==> src/kfos_pkg.sv <==
`default_nettype none
// ----------------------------------------------------------------------------
// kfos_pkg: shared types and constants of the key frame overlap selector
// Field widths, index width, queue sizing, register codes and the beat that
// travels from the classifying front end to the ranking back end.
// ----------------------------------------------------------------------------
package kfos_pkg;

	localparam int INDEX_BITS  = 20;
	localparam int SHIFT_W     = 24;
	localparam int COUNT_W     = 16;
	localparam int KEY_W       = 20;
	localparam int CFG_INDEX_W = 1;
	localparam int CFG_DATA_W  = 24;

	localparam int QUEUE_DEPTH = 4;
	localparam int QPTR_W      = $clog2(QUEUE_DEPTH);
	localparam int QCNT_W      = QPTR_W + 1;

	localparam int RESIZE_W = (INDEX_BITS > KEY_W) ? INDEX_BITS : KEY_W;

	localparam logic [CFG_INDEX_W-1:0] CFG_LOW_LIMIT  = 1'd0;
	localparam logic [CFG_INDEX_W-1:0] CFG_HIGH_LIMIT = 1'd1;

	localparam logic [SHIFT_W-1:0] LOW_LIMIT_RESET  = '0;
	localparam logic [SHIFT_W-1:0] HIGH_LIMIT_RESET = '1;

	typedef logic [INDEX_BITS-1:0] idx_t;
	typedef logic [SHIFT_W-1:0]    shift_t;
	typedef logic [COUNT_W-1:0]    count_t;
	typedef logic [KEY_W-1:0]      key_t;

	// One classified candidate
	typedef struct packed {
		shift_t shift;
		count_t count;
		logic   in_range;
		logic   close;
		logic   eof;
	} item_t;

	// Index to output key width: truncate or zero-extend
	function automatic key_t to_key(input idx_t v);
		logic [RESIZE_W-1:0] w;
		w = '0;
		w[INDEX_BITS-1:0] = v;
		return w[KEY_W-1:0];
	endfunction

endpackage
`default_nettype wire

==> src/kfos_front.sv <==
`default_nettype none
// ----------------------------------------------------------------------------
// kfos_front: candidate classifier
// Accepts candidate beats, tracks the zero-count run and marks each beat as
// closing, in range and last, then pushes it into the queue.
// ----------------------------------------------------------------------------
module kfos_front (
	input  wire                      clk,
	input  wire                      arst_n,
	input  wire                      in_valid,
	output logic                     in_stall,
	input  wire  kfos_pkg::shift_t   shift,
	input  wire  kfos_pkg::count_t   match_count,
	input  wire                      end_of_frames,
	input  wire  kfos_pkg::shift_t   low_limit,
	input  wire  kfos_pkg::shift_t   high_limit,
	input  wire                      q_full,
	output logic                     q_push,
	output kfos_pkg::item_t          q_item
);
	import kfos_pkg::*;

	logic zero_seen_q;
	logic count_zero;
	logic over_high;
	logic close;

	assign count_zero = (match_count == '0);
	assign over_high  = (shift > high_limit);
	assign close      = (count_zero && zero_seen_q) || over_high;

	assign in_stall = q_full;
	assign q_push   = in_valid && !q_full;

	always_comb begin
		q_item.shift    = shift;
		q_item.count    = match_count;
		q_item.in_range = (shift >= low_limit);
		q_item.close    = close;
		q_item.eof      = end_of_frames;
	end

	// Drop the zero-count history whenever the run ends
	always_ff @(posedge clk or negedge arst_n) begin
		if (!arst_n) begin
			zero_seen_q <= 1'b0;
		end else if (q_push) begin
			zero_seen_q <= (close || end_of_frames) ? 1'b0 : count_zero;
		end
	end

endmodule
`default_nettype wire

==> src/kfos_queue.sv <==
`default_nettype none
// ----------------------------------------------------------------------------
// kfos_queue: short FIFO between front and back
// Holds classified beats so that either side can stall on its own.
// ----------------------------------------------------------------------------
module kfos_queue (
	input  wire                clk,
	input  wire                arst_n,
	input  wire                push,
	input  wire kfos_pkg::item_t push_item,
	input  wire                pop,
	output logic               head_valid,
	output kfos_pkg::item_t    head_item,
	output logic               full
);
	import kfos_pkg::*;

	item_t              mem_q [QUEUE_DEPTH];
	logic [QPTR_W-1:0]  wr_ptr_q;
	logic [QPTR_W-1:0]  rd_ptr_q;
	logic [QCNT_W-1:0]  count_q;
	logic               do_pop;

	assign head_valid = (count_q != '0);
	assign full       = (count_q == QCNT_W'(QUEUE_DEPTH));
	assign head_item  = mem_q[rd_ptr_q];
	assign do_pop     = pop && head_valid;

	always_ff @(posedge clk) begin
		if (push) begin
			mem_q[wr_ptr_q] <= push_item;
		end
	end

	always_ff @(posedge clk or negedge arst_n) begin
		if (!arst_n) begin
			wr_ptr_q <= '0;
			rd_ptr_q <= '0;
			count_q  <= '0;
		end else begin
			if (push) begin
				wr_ptr_q <= wr_ptr_q + 1'b1;
			end
			if (do_pop) begin
				rd_ptr_q <= rd_ptr_q + 1'b1;
			end
			case ({push, do_pop})
				2'b10:   count_q <= count_q + 1'b1;
				2'b01:   count_q <= count_q - 1'b1;
				default: count_q <= count_q;
			endcase
		end
	end

endmodule
`default_nettype wire

==> src/kfos_back.sv <==
`default_nettype none
// ----------------------------------------------------------------------------
// kfos_back: ranking and key frame update
// Ranks kept candidates against the best so far and, at the end of a run,
// loads the new key frame index, or done, into the output register.
// ----------------------------------------------------------------------------
module kfos_back (
	input  wire                  clk,
	input  wire                  arst_n,
	input  wire                  q_valid,
	input  wire kfos_pkg::item_t q_item,
	output logic                 q_pop,
	output logic                 out_valid,
	input  wire                  out_stall,
	output kfos_pkg::key_t       key_index,
	output logic                 done_res
);
	import kfos_pkg::*;

	idx_t   cur_key_q;
	idx_t   pos_q;
	idx_t   best_off_q;
	shift_t best_shift_q;
	count_t best_count_q;
	logic   best_inr_q;
	logic   any_kept_q;
	logic   out_valid_q;
	key_t   out_key_q;
	logic   out_done_q;

	logic   slot_free;
	logic   emit;
	logic   keep;
	logic   take;
	idx_t   next_off;
	logic   next_any;
	idx_t   next_key;

	assign slot_free = !out_valid_q || !out_stall;
	assign emit      = q_item.close || q_item.eof;
	assign q_pop     = q_valid && (!emit || slot_free);
	assign keep      = !q_item.close;

	always_comb begin
		if (!any_kept_q) begin
			take = 1'b1;
		end else if (best_inr_q && q_item.in_range) begin
			take = (best_count_q < q_item.count);
		end else if (!best_inr_q && !q_item.in_range) begin
			take = (best_shift_q < q_item.shift);
		end else begin
			take = q_item.in_range;
		end
	end

	assign next_off = (keep && take) ? pos_q : best_off_q;
	assign next_any = any_kept_q || keep;
	assign next_key = cur_key_q + next_off + 1'b1;

	always_ff @(posedge clk or negedge arst_n) begin
		if (!arst_n) begin
			cur_key_q    <= '0;
			pos_q        <= '0;
			best_off_q   <= '0;
			best_shift_q <= '0;
			best_count_q <= '0;
			best_inr_q   <= 1'b0;
			any_kept_q   <= 1'b0;
		end else if (q_pop) begin
			if (emit) begin
				if (next_any) begin
					cur_key_q <= next_key;
				end
				pos_q        <= '0;
				best_off_q   <= '0;
				best_shift_q <= '0;
				best_count_q <= '0;
				best_inr_q   <= 1'b0;
				any_kept_q   <= 1'b0;
			end else begin
				if (take) begin
					best_off_q   <= pos_q;
					best_shift_q <= q_item.shift;
					best_count_q <= q_item.count;
					best_inr_q   <= q_item.in_range;
				end
				any_kept_q <= 1'b1;
				pos_q      <= pos_q + 1'b1;
			end
		end
	end

	always_ff @(posedge clk or negedge arst_n) begin
		if (!arst_n) begin
			out_valid_q <= 1'b0;
		end else if (slot_free) begin
			out_valid_q <= q_pop && emit;
		end
	end

	always_ff @(posedge clk) begin
		if (q_pop && emit) begin
			out_key_q  <= to_key(next_any ? next_key : cur_key_q);
			out_done_q <= !next_any;
		end
	end

	assign out_valid = out_valid_q;
	assign key_index = out_key_q;
	assign done_res  = out_done_q;

endmodule
`default_nettype wire

==> src/key_frame_overlap_selector.sv <==
`default_nettype none
// ----------------------------------------------------------------------------
// key_frame_overlap_selector: picks the next key frame after the current one
// Candidate frames arrive in order as a median shift and a match count; at
// the end of each run the index of the new key frame, or done, is returned.
//
//   channel   direction  handshake           payload
//   input     in         in_valid/in_stall   shift, match_count, end_of_frames
//   result    out        out_valid/out_stall key_index, done_res
//   config    in         cfg_we              cfg_index, cfg_data
//
// One candidate beat is taken every cycle while in_stall is low; the front
// classifies it in the cycle of acceptance and writes it into the queue, and
// the back ranks it from the queue head and registers the result.
// The four-entry queue between front and back sets how long input keeps
// flowing while results are stalled; in_stall rises only when it is full.
// Reset clears the limits to their defaults, frame 0 as key and an empty run.
// ----------------------------------------------------------------------------
module key_frame_overlap_selector (
	input  wire                          clk,
	input  wire                          arst_n,
	// candidate input
	input  wire                          in_valid,
	output logic                         in_stall,
	input  wire  kfos_pkg::shift_t       shift,
	input  wire  kfos_pkg::count_t       match_count,
	input  wire                          end_of_frames,
	// result output
	output logic                         out_valid,
	input  wire                          out_stall,
	output kfos_pkg::key_t               key_index,
	output logic                         done_res,
	// configuration
	input  wire                          cfg_we,
	input  wire  [kfos_pkg::CFG_INDEX_W-1:0] cfg_index,
	input  wire  [kfos_pkg::CFG_DATA_W-1:0]  cfg_data
);
	import kfos_pkg::*;

	shift_t low_limit_q;
	shift_t high_limit_q;

	logic  q_push;
	item_t q_push_item;
	logic  q_pop;
	logic  q_head_valid;
	item_t q_head_item;
	logic  q_full;

	// Limit registers: user must write only while block is idle; not enforced
	always_ff @(posedge clk or negedge arst_n) begin
		if (!arst_n) begin
			low_limit_q  <= LOW_LIMIT_RESET;
			high_limit_q <= HIGH_LIMIT_RESET;
		end else if (cfg_we) begin
			case (cfg_index)
				CFG_LOW_LIMIT:  low_limit_q  <= cfg_data[SHIFT_W-1:0];
				CFG_HIGH_LIMIT: high_limit_q <= cfg_data[SHIFT_W-1:0];
				default:        ;
			endcase
		end
	end

	// Classify each beat against the limits and the zero-count history
	kfos_front u_front (
		.clk           (clk),
		.arst_n        (arst_n),
		.in_valid      (in_valid),
		.in_stall      (in_stall),
		.shift         (shift),
		.match_count   (match_count),
		.end_of_frames (end_of_frames),
		.low_limit     (low_limit_q),
		.high_limit    (high_limit_q),
		.q_full        (q_full),
		.q_push        (q_push),
		.q_item        (q_push_item)
	);

	// Hold classified beats while the back end waits on the result side
	kfos_queue u_queue (
		.clk        (clk),
		.arst_n     (arst_n),
		.push       (q_push),
		.push_item  (q_push_item),
		.pop        (q_pop),
		.head_valid (q_head_valid),
		.head_item  (q_head_item),
		.full       (q_full)
	);

	// Rank kept candidates and advance the key frame at the end of a run
	kfos_back u_back (
		.clk       (clk),
		.arst_n    (arst_n),
		.q_valid   (q_head_valid),
		.q_item    (q_head_item),
		.q_pop     (q_pop),
		.out_valid (out_valid),
		.out_stall (out_stall),
		.key_index (key_index),
		.done_res  (done_res)
	);

endmodule
`default_nettype wire

==> config.mk <==
export PLATFORM = sky130hd
export DESIGN_NAME = key_frame_overlap_selector
export DESIGN_NICKNAME = d
export VERILOG_FILES = /design/src/kfos_pkg.sv /design/src/kfos_front.sv /design/src/kfos_queue.sv /design/src/kfos_back.sv /design/src/key_frame_overlap_selector.sv
export SDC_FILE = /design/constraint.sdc
export NUM_CORES = 1
export LEC_CHECK = 0
export BUFFER_PORTS_ARGS = -buffer_cell sky130_fd_sc_hd__clkbuf_2
export CAP_MARGIN = 20
export CORE_MARGIN = 3
export CORE_UTILIZATION = 55
export DETAILED_ROUTE_END_ITERATION = 16
export PLACE_DENSITY = 0.79
export SLEW_MARGIN = 20
export SYNTH_ARGS = -nofsm -noshare
export SYNTH_HDL_FRONTEND = slang
export SYNTH_SLANG_ARGS = --single-unit
==> constraint.sdc <==
create_clock -name clk -period 5.8 [get_ports clk]
set_clock_uncertainty 0.1 [all_clocks]
set_input_delay 0.29 -clock clk [delete_from_list [all_inputs] [get_ports clk]]
set_output_delay 0.29 -clock clk [all_outputs]
set_load 0.005 [all_outputs]
==> impl_metrics.env, run 1 <==
export IMPL_syn_nets=1388
export IMPL_critPathCaptureType="register"
export IMPL_rsz0062_at_grt="yes"
export IMPL_multiInputGateArea_mm2=0.006390
export IMPL_hp_start="in_valid"
export IMPL_antenna_found_initial=0
export IMPL_pwr_density_cell_mw_per_mm2=465.2
export IMPL_required_ns=5.96
export IMPL_hold_class="input pin to register"
export IMPL_grt_max_degree=106
export IMPL_r2r_cells=27
export IMPL_syn_area_mm2=0.01643
export IMPL_dr_first_iter_drc_count=570
export IMPL_p_total_w=0.009305
export IMPL_synth_warnings=0
export IMPL_place_inst=1691
export IMPL_crit_type="register to register"
export IMPL_drtPass1Iterations=4
export IMPL_yosysUniqueCellTypes=59
export IMPL_reg2reg_to="u_back.key_index[18]$_DFFE_PP_"
export IMPL_netlist_instances=1204
export IMPL_syn_area_per_cell_um2=13.65
export IMPL_maxSlewViolCount=0
export IMPL_chipWidth_um=178.8
export IMPL_instances_no_fill=1839
export IMPL_start_util=0.5648
export IMPL_clockBufferDepth=3
export IMPL_arrival_ns=5.93
export IMPL_cts_sinks=352
export IMPL_fin_crit_sh=0.9949
export IMPL_antenna_left=0
export IMPL_overflow=0
export IMPL_setup_viol=0
export IMPL_vias=10840
export IMPL_clock_latency_ns=0.52
export IMPL_coreArea_mm2=0.02909
export IMPL_h_tree_depth=2
export IMPL_ir_worst_vdd_mv=0.4123
export IMPL_grt_pass1_wl_um=57240
export IMPL_viasPerCell=5.892
export IMPL_max_freq_mhz=173.3
export IMPL_die_h_um=178.8
export IMPL_reg2reg_from="u_queue.rd_ptr_q[0]$_DFFE_PN0P_"
export IMPL_area_growth_pct=21.74
export IMPL_wirelength_um=36460
export IMPL_nFillCells=1844
export IMPL_start_kind="register"
export IMPL_portBuffers=93
export IMPL_rows=62
export IMPL_endpoint="u_back.key_index[18]$_DFFE_PP_"
export IMPL_track_usage=0.2260
export IMPL_async_flop_share=0.4517
export IMPL_root_buffer="clkbuf_16"
export IMPL_cts_inserted_buffers=37
export IMPL_io_pins=94
export IMPL_cp_num_buf_inv=6
export IMPL_clk_pin_slew_ns=0.07
export IMPL_cp_depth=27
export IMPL_cpPeakStageDelay_ns=0.53
export IMPL_drive_gt1_frac=0.2694
export IMPL_hold_viol=0
export IMPL_period_minus_slack_ns=5.771
export IMPL_antenna_cells=0
export IMPL_cp_slowest_cell="mux4_2"
export IMPL_crit_start="u_queue.rd_ptr_q[0]$_DFFE_PN0P_"
export IMPL_reg2reg_slack_ns=0.03
export IMPL_synth_seq_cells=352
export IMPL_tritoncts="built"
export IMPL_die_area_mm2=0.03198
export IMPL_routedWlPerCell_um=19.82
export IMPL_worst_slew_pin_transition_ns=1.022
export IMPL_status="completed"
export IMPL_ys_seq_area_frac=0.5967
export IMPL_cap_violations=0
export IMPL_maxSlewHeadroom=0.3184
export IMPL_path_max_fanout=5
export IMPL_dp_hpwl_um=21340
export IMPL_critical_path_top_delay_family="compound AO/OA/AOI/OAI gates"
export IMPL_grt_pass1_vias=11240
export IMPL_finalWeightedCongestion=0.8281
export IMPL_seq_area_mm2=0.009807
export IMPL_fin_nets=1611
export IMPL_leakage_nw=8.577
export IMPL_synth_edff_count=193
export IMPL_tns_ns=0
export IMPL_drc=0
export IMPL_yosys_most_used_dff="edfxtp_1"
[per-layer routing]
| metal | part of all wire | up-vias | GRT usage |
|---|---|---|---|
| met5 | 0 | - | 0 |
| met4 | 0.038 | 0 | 0.08929 |
| met3 | 0.053 | 102 | 0.03537 |
| met2 | 0.49 | 364 | 0.3777 |
| met1 | 0.42 | 5447 | 0.2991 |
| li1 | - | 4923 | - |
[area by class of cell]
class                      count  share of cell area
sequential                   352              0.4903
multi-input combinational    709              0.3194
timing repair buffer         224             0.08801
clock buffer                  50             0.04979
tap                          384             0.02402
inverter                     103             0.01933
clock inverter                17            0.009132
[cell usage after synthesis (7+ instances only)]
master,number,area share
edfxtp_1,193,0.35
dfrtp_1,135,0.21
ha_1,111,0.085
inv_1,102,0.023
nand2_1,81,0.019
a22o_1,62,0.033
mux2_2,61,0.042
o21ai_0,53,0.016
nor2_1,51,0.012
mux4_2,43,0.059
a21oi_1,38,0.012
clkbuf_1,30,0.0069
a21o_1,29,0.013
dfstp_2,24,0.038
nand3_1,19,0.0058
xnor2_1,19,0.010
xor2_1,18,0.0096
nand4_1,14,0.0053
nor3_1,12,0.0037
o21a_1,10,0.0046
nor2b_1,9,0.0034
buf_1,8,0.0018
a211oi_1,7,0.0032
[metrics by stage]
step                      setup slack (ns)  hold WS (ns)  utilization  cell area, um^2
after CTS                         0.005525        0.1991       0.6742            19610
after global routing               -0.2921        0.2452       0.6876            20000
after detailed placement           -0.3661        0.3851       0.6082            17690
after global placement             -0.3735        0.3798       0.6082            17690
after floorplan                   0.008477       -0.1056            -            16450
final                              0.02942        0.2199       0.6876            20000
[registers in the layout, summed over array words and instances (netlist names)]
name,flops
u_back.key_index,20
u_back.best_inr_q,1
u_back.best_off_q,20
u_queue.count_q,3
u_back.pos_q,20
u_front.zero_seen_q,1
u_queue.rd_ptr_q,2
u_back.out_valid,1
u_back.cur_key_q,20
u_queue.wr_ptr_q,2
u_back.best_shift_q,24
low_limit_q,24
u_back.any_kept_q,1
high_limit_q,24
u_queue.mem_q,172
u_back.done_res,1
u_back.best_count_q,16
[worst min-delay path, cell delays in order]
cell	delay [ns]
clkbuf_2	0.08
nor2b_1	0.23
nand2_1	0.10
o21ai_0	0.07
[worst min path at each step]
stage                                                    to  slack (ns)  cells after the start
after floorplan                  low_limit_q[0]$_DFFE_PN0P_       -0.11                      0
after global routing        u_queue.wr_ptr_q[0]$_DFFE_PN0P_        0.25                      3
final                       u_queue.wr_ptr_q[1]$_DFFE_PN0P_        0.22                      4
after global placement       u_queue.count_q[2]$_DFFE_PN0P_        0.38                      1
after detailed placement  u_back.best_off_q[14]$_DFFE_PN0P_        0.39                      1
after CTS                   u_queue.wr_ptr_q[1]$_DFFE_PN0P_        0.20                      4
[what timing repair did]
| item | 4_1_cts | 5_1_grt |
|---|---|---|
| setup buffers | 2 | 12 |
| endpoints found under the hold margin | 317 | 0 |
| pin swaps | 7 | 28 |
| setup endpoints to repair | 8 | 15 |
| cloned | 0 | 1 |
| hold buffers | 67 | 0 |
| resized for setup | 16 | 57 |
[where the power goes]
group / switching (W) / total [W] / internal [W]
logic: 0.00191 / 0.00346 / 0.00155
clock network: 0.000970 / 0.00232 / 0.00135
registers: 0.000243 / 0.00352 / 0.00328
[cell families after synthesis]
logic type	share of synthesized area
AO/OA/AOI/OAI	0.09907
AND/OR/NAND/NOR	0.06237
flip-flops	0.5967
adder cells (fa/ha/maj)	0.08696
buffers and inverters	0.03320
multiplexers	0.1020
XOR/XNOR	0.01972
[cell usage in the layout (no fill, tap or decap), types with 39 or more instances in the layout]
master and instances:
a22o_1 62, buf_4 48, clkbuf_16 39, clkbuf_2 92, dfrtp_1 133, dlygate4sd3_1 67, edfxtp_1 193, ha_1 101
inv_1 96, mux2_2 60, mux4_2 43, nand2_1 78, nor2_1 47, o21ai_0 47
Power figures use the tool's default switching activity.
==> run 2, diff against run 1 <==
--- a/config.mk
+++ b/config.mk
@@ -14,4 +14,5 @@
 export SLEW_MARGIN = 20
 export SYNTH_ARGS = -nofsm -noshare
 export SYNTH_HDL_FRONTEND = slang
+export SYNTH_HIERARCHICAL = 1
 export SYNTH_SLANG_ARGS = --single-unit
==> run 2 against run 1 <==
Compared with the run above: global-route usage fell by 2.2 points; fmax barely moved; final area rose by 2.0%; critical path type unchanged; non-clock buffer count fell by 12.
==> impl_metrics.env, run 2 <==
export IMPL_ir_worst_vdd_mv=0.3090
export IMPL_worst_slew_pin_transition_ns=1.008
export IMPL_required_ns=5.95
export IMPL_synth_edff_count=193
export IMPL_overflow=0
export IMPL_grt_pass1_vias=11110
export IMPL_final_cell_mix="193 x edfxtp_1, 133 x dfrtp_1, 99 x inv_1"
export IMPL_hold_class="input pin to register"
export IMPL_hold_viol=0
export IMPL_post_synth_top_count_cell="edfxtp_1"
export IMPL_chipWidth_um=182.9
export IMPL_multiInputGateArea_mm2=0.006724
export IMPL_regMostFlops="u_queue/mem_q"
export IMPL_synth_common_cells="193 x edfxtp_1, 135 x dfrtp_1, 111 x ha_1, 103 x inv_1, 63 x a22o_1"
export IMPL_rsz0062_at_grt="yes"
export IMPL_viasPerCell=5.747
export IMPL_cp_num_buf_inv=4
export IMPL_status="completed"
export IMPL_rows=64
export IMPL_path_max_fanout=7
export IMPL_cpPeakStageDelay_ns=0.48
export IMPL_dp_hpwl_um=20840
export IMPL_crit_chain="buf_12 > buf_4 > mux4_2 > inv_1 > ha_1 > and4_4 > buf_6 > o2111ai_4 > a2111o_1 > a41oi_2 > o21ai_2 > nor2b_4 > mux2_4 > ha_1 > o21a_1 > o31a_1 > o41a_1 > o31ai_4 > a311oi_4 > a31oi_4 > and2_1 > mux2i_1 > xnor2_1"
export IMPL_coreArea_mm2=0.03075
export IMPL_dr_first_iter_drc_count=480
export IMPL_tritoncts="built"
export IMPL_grt_pass1_wl_um=55470
export IMPL_syn_area_mm2=0.01722
export IMPL_fin_nets=1568
export IMPL_synth_warnings=6
export IMPL_drtPass1Iterations=5
export IMPL_stdcell_area_mm2=0.02041
export IMPL_area_growth_pct=18.53
export IMPL_yosys_most_used_dff="edfxtp_1"
export IMPL_maxSlewHeadroom=0.3268
export IMPL_fin_hold_ws_ns=0.1102
export IMPL_portBuffers=93
export IMPL_grt_max_degree=106
export IMPL_root_buffer="clkbuf_16"
export IMPL_largest_reg_flops=172
export IMPL_syn_area_per_cell_um2=14.17
export IMPL_synth_area_leaders="edfxtp_1 34%, dfrtp_1 20%, ha_1 8.1%"
export IMPL_cts_sinks=352
export IMPL_h_tree_depth=2
export IMPL_cts_inserted_buffers=37
export IMPL_ys_seq_area_frac=0.5694
export IMPL_p_clk_frac=0.271
export IMPL_wirelength_um=34730
export IMPL_seq_power_share=0.369
export IMPL_yosysUniqueCellTypes=66
export IMPL_period_minus_slack_ns=5.772
export IMPL_p_total_w=0.009592
export IMPL_vias=10400
export IMPL_synth_seq_cells=352
export IMPL_cap_violations=0
export IMPL_max_freq_mhz=173.3
export IMPL_power_switching_w=0.003088
export IMPL_cp_depth=23
export IMPL_io_pins=94
export IMPL_syn_nets=1399
export IMPL_leakage_nw=8.799
export IMPL_p_sw_frac=0.3219
export IMPL_clk_pin_slew_ns=0.06
export IMPL_critical_path_top_delay_family="compound AO/OA/AOI/OAI gates"
export IMPL_async_flop_share=0.4517
export IMPL_yosysTopAreaCellShare=0.3366
export IMPL_cp_slowest_cell="a2111o_1"
export IMPL_seq_area_mm2=0.009809
export IMPL_track_usage=0.2041
export IMPL_final_common_cell="edfxtp_1"
export IMPL_internal_power_w=0.006504
export IMPL_start_kind="register"
export IMPL_placed_area_mm2=0.01788
export IMPL_antenna_cells=0
export IMPL_clock_latency_ns=0.53
export IMPL_arrival_ns=5.92
export IMPL_die_area_mm2=0.03347
export IMPL_nFillCells=2083
export IMPL_netlist_instances=1215
export IMPL_finalWeightedCongestion=0.8625
export IMPL_drive_gt1_frac=0.3001
export IMPL_yosys_area_top_type="edfxtp_1"
export IMPL_start_util=0.5600
export IMPL_antenna_left=0
export IMPL_routedWlPerCell_um=19.20
export IMPL_maxSlewViolCount=0
export IMPL_critPathCaptureType="register"
export IMPL_drc=0
export IMPL_antenna_found_initial=0
export IMPL_die_h_um=182.9
export IMPL_crit_type="register to register"
export IMPL_fin_crit_sh=0.9951
export IMPL_cpMostUsedCell="ha_1"
export IMPL_clockBufferDepth=3
export IMPL_p_comb_frac=0.360
export IMPL_pwr_density_cell_mw_per_mm2=470.0
export IMPL_r2r_cells=23
export IMPL_setup_viol=0
export IMPL_whs_path_depth=3
run 2: cell count changes after synthesis, sizes merged, moves of 4 or more:
cell,change
a211oi,-4
a21o,-19
a21oi,+8
and3,+5
buf,+63
clkbuf,-21
mux2,+27
nand2,-28
nand3,-4
o21a,-5
o21ai,-17
xor2,+5
run 2: repair_timing:
action / in CTS / in global routing
endpoints found under the setup margin: 2 / 15
endpoints found under the hold margin: 317 / 0
setup buffers: 0 / 19
pin swaps: 0 / 28
hold buffers: 67 / 0
resized for setup: 3 / 70
run 2: final cells by class:
| class | count | area share |
|---|---|---|
| Sequential cell | 352 | 0.4806 |
| Clock buffer | 52 | 0.05321 |
| Tap cell | 396 | 0.02428 |
| Multi-Input combinational cell | 678 | 0.3294 |
| Timing Repair Buffer | 212 | 0.07963 |
| Clock inverter | 16 | 0.01392 |
| Inverter | 103 | 0.01894 |
run 2: routing by layer:
| metal | wire length, um | track usage |
|---|---|---|
| met5 | 0 | 0 |
| met2 | 18180 | 0.3677 |
| met3 | 1408 | 0.03154 |
| met4 | 1068 | 0.07495 |
| met1 | 14080 | 0.2502 |
run 2: final timing paths:
| kind | start | to | slack, ns |
|---|---|---|---|
| worst min-delay path | in_valid | u_front/zero_seen_q$_DFFE_PN0P_ | 0.11 |
| worst max-delay path | u_queue/rd_ptr_q[0]$_DFFE_PN0P_ | u_back/key_index[19]$_DFFE_PP_ | 0.03 |
| worst max register to register | u_queue/rd_ptr_q[0]$_DFFE_PN0P_ | u_back/key_index[19]$_DFFE_PP_ | 0.03 |
| worst min register to register | u_back/cur_key_q[19]$_DFFE_PN0P_ | u_back/cur_key_q[19]$_DFFE_PN0P_ | 0.39 |
| min in group asynchronous | arst_n | u_back/best_count_q[4]$_DFFE_PN0P_ | 0.38 |
| max in group asynchronous | arst_n | low_limit_q[17]$_DFFE_PN0P_ | 3.90 |
run 2: power groups by stage:
stage | registers, W | clock network [W] | logic (W)
CTS | 0.00353 | 0.00264 | 0.00312
floorplan | 0.00349 | 0 | 0.00229
global placement | 0.00355 | 0 | 0.00293
global route | 0.00359 | 0.00275 | 0.00379
detailed placement | 0.00357 | 0 | 0.00304
finish | 0.00354 | 0.00260 | 0.00345
run 2: cells by family after synthesis:
family / count (synthesis) / synth area share
adders and majority gates: 113 / 0.08298
muxes: 136 / 0.1285
xor gates and xnor gates: 39 / 0.01984
and+or+nand+nor: 194 / 0.05595
DFF: 352 / 0.5694
AOI/OAI and AO/OA: 196 / 0.08414
buffers and inverters: 185 / 0.05929
run 2: worst min-delay path, cell delays in order:
cell,delay [ns]
clkbuf_2,0.08
nand2b_1,0.15
a22o_1,0.17
run 2: through the flow:
stage / setup slack [ns] / TNS [ns] / std cells / util
after floorplan: 0.2374 / 0 / 1215 / -
after global placement: 0.1516 / 0 / 1655 / 0.5815
after detailed placement: 0.03512 / 0 / 1655 / 0.5815
after CTS: 0.01180 / 0 / 1790 / 0.6482
after global routing: -0.1812 / -0.6674 / 1809 / 0.6638
final: 0.02817 / 0 / 1809 / 0.6638
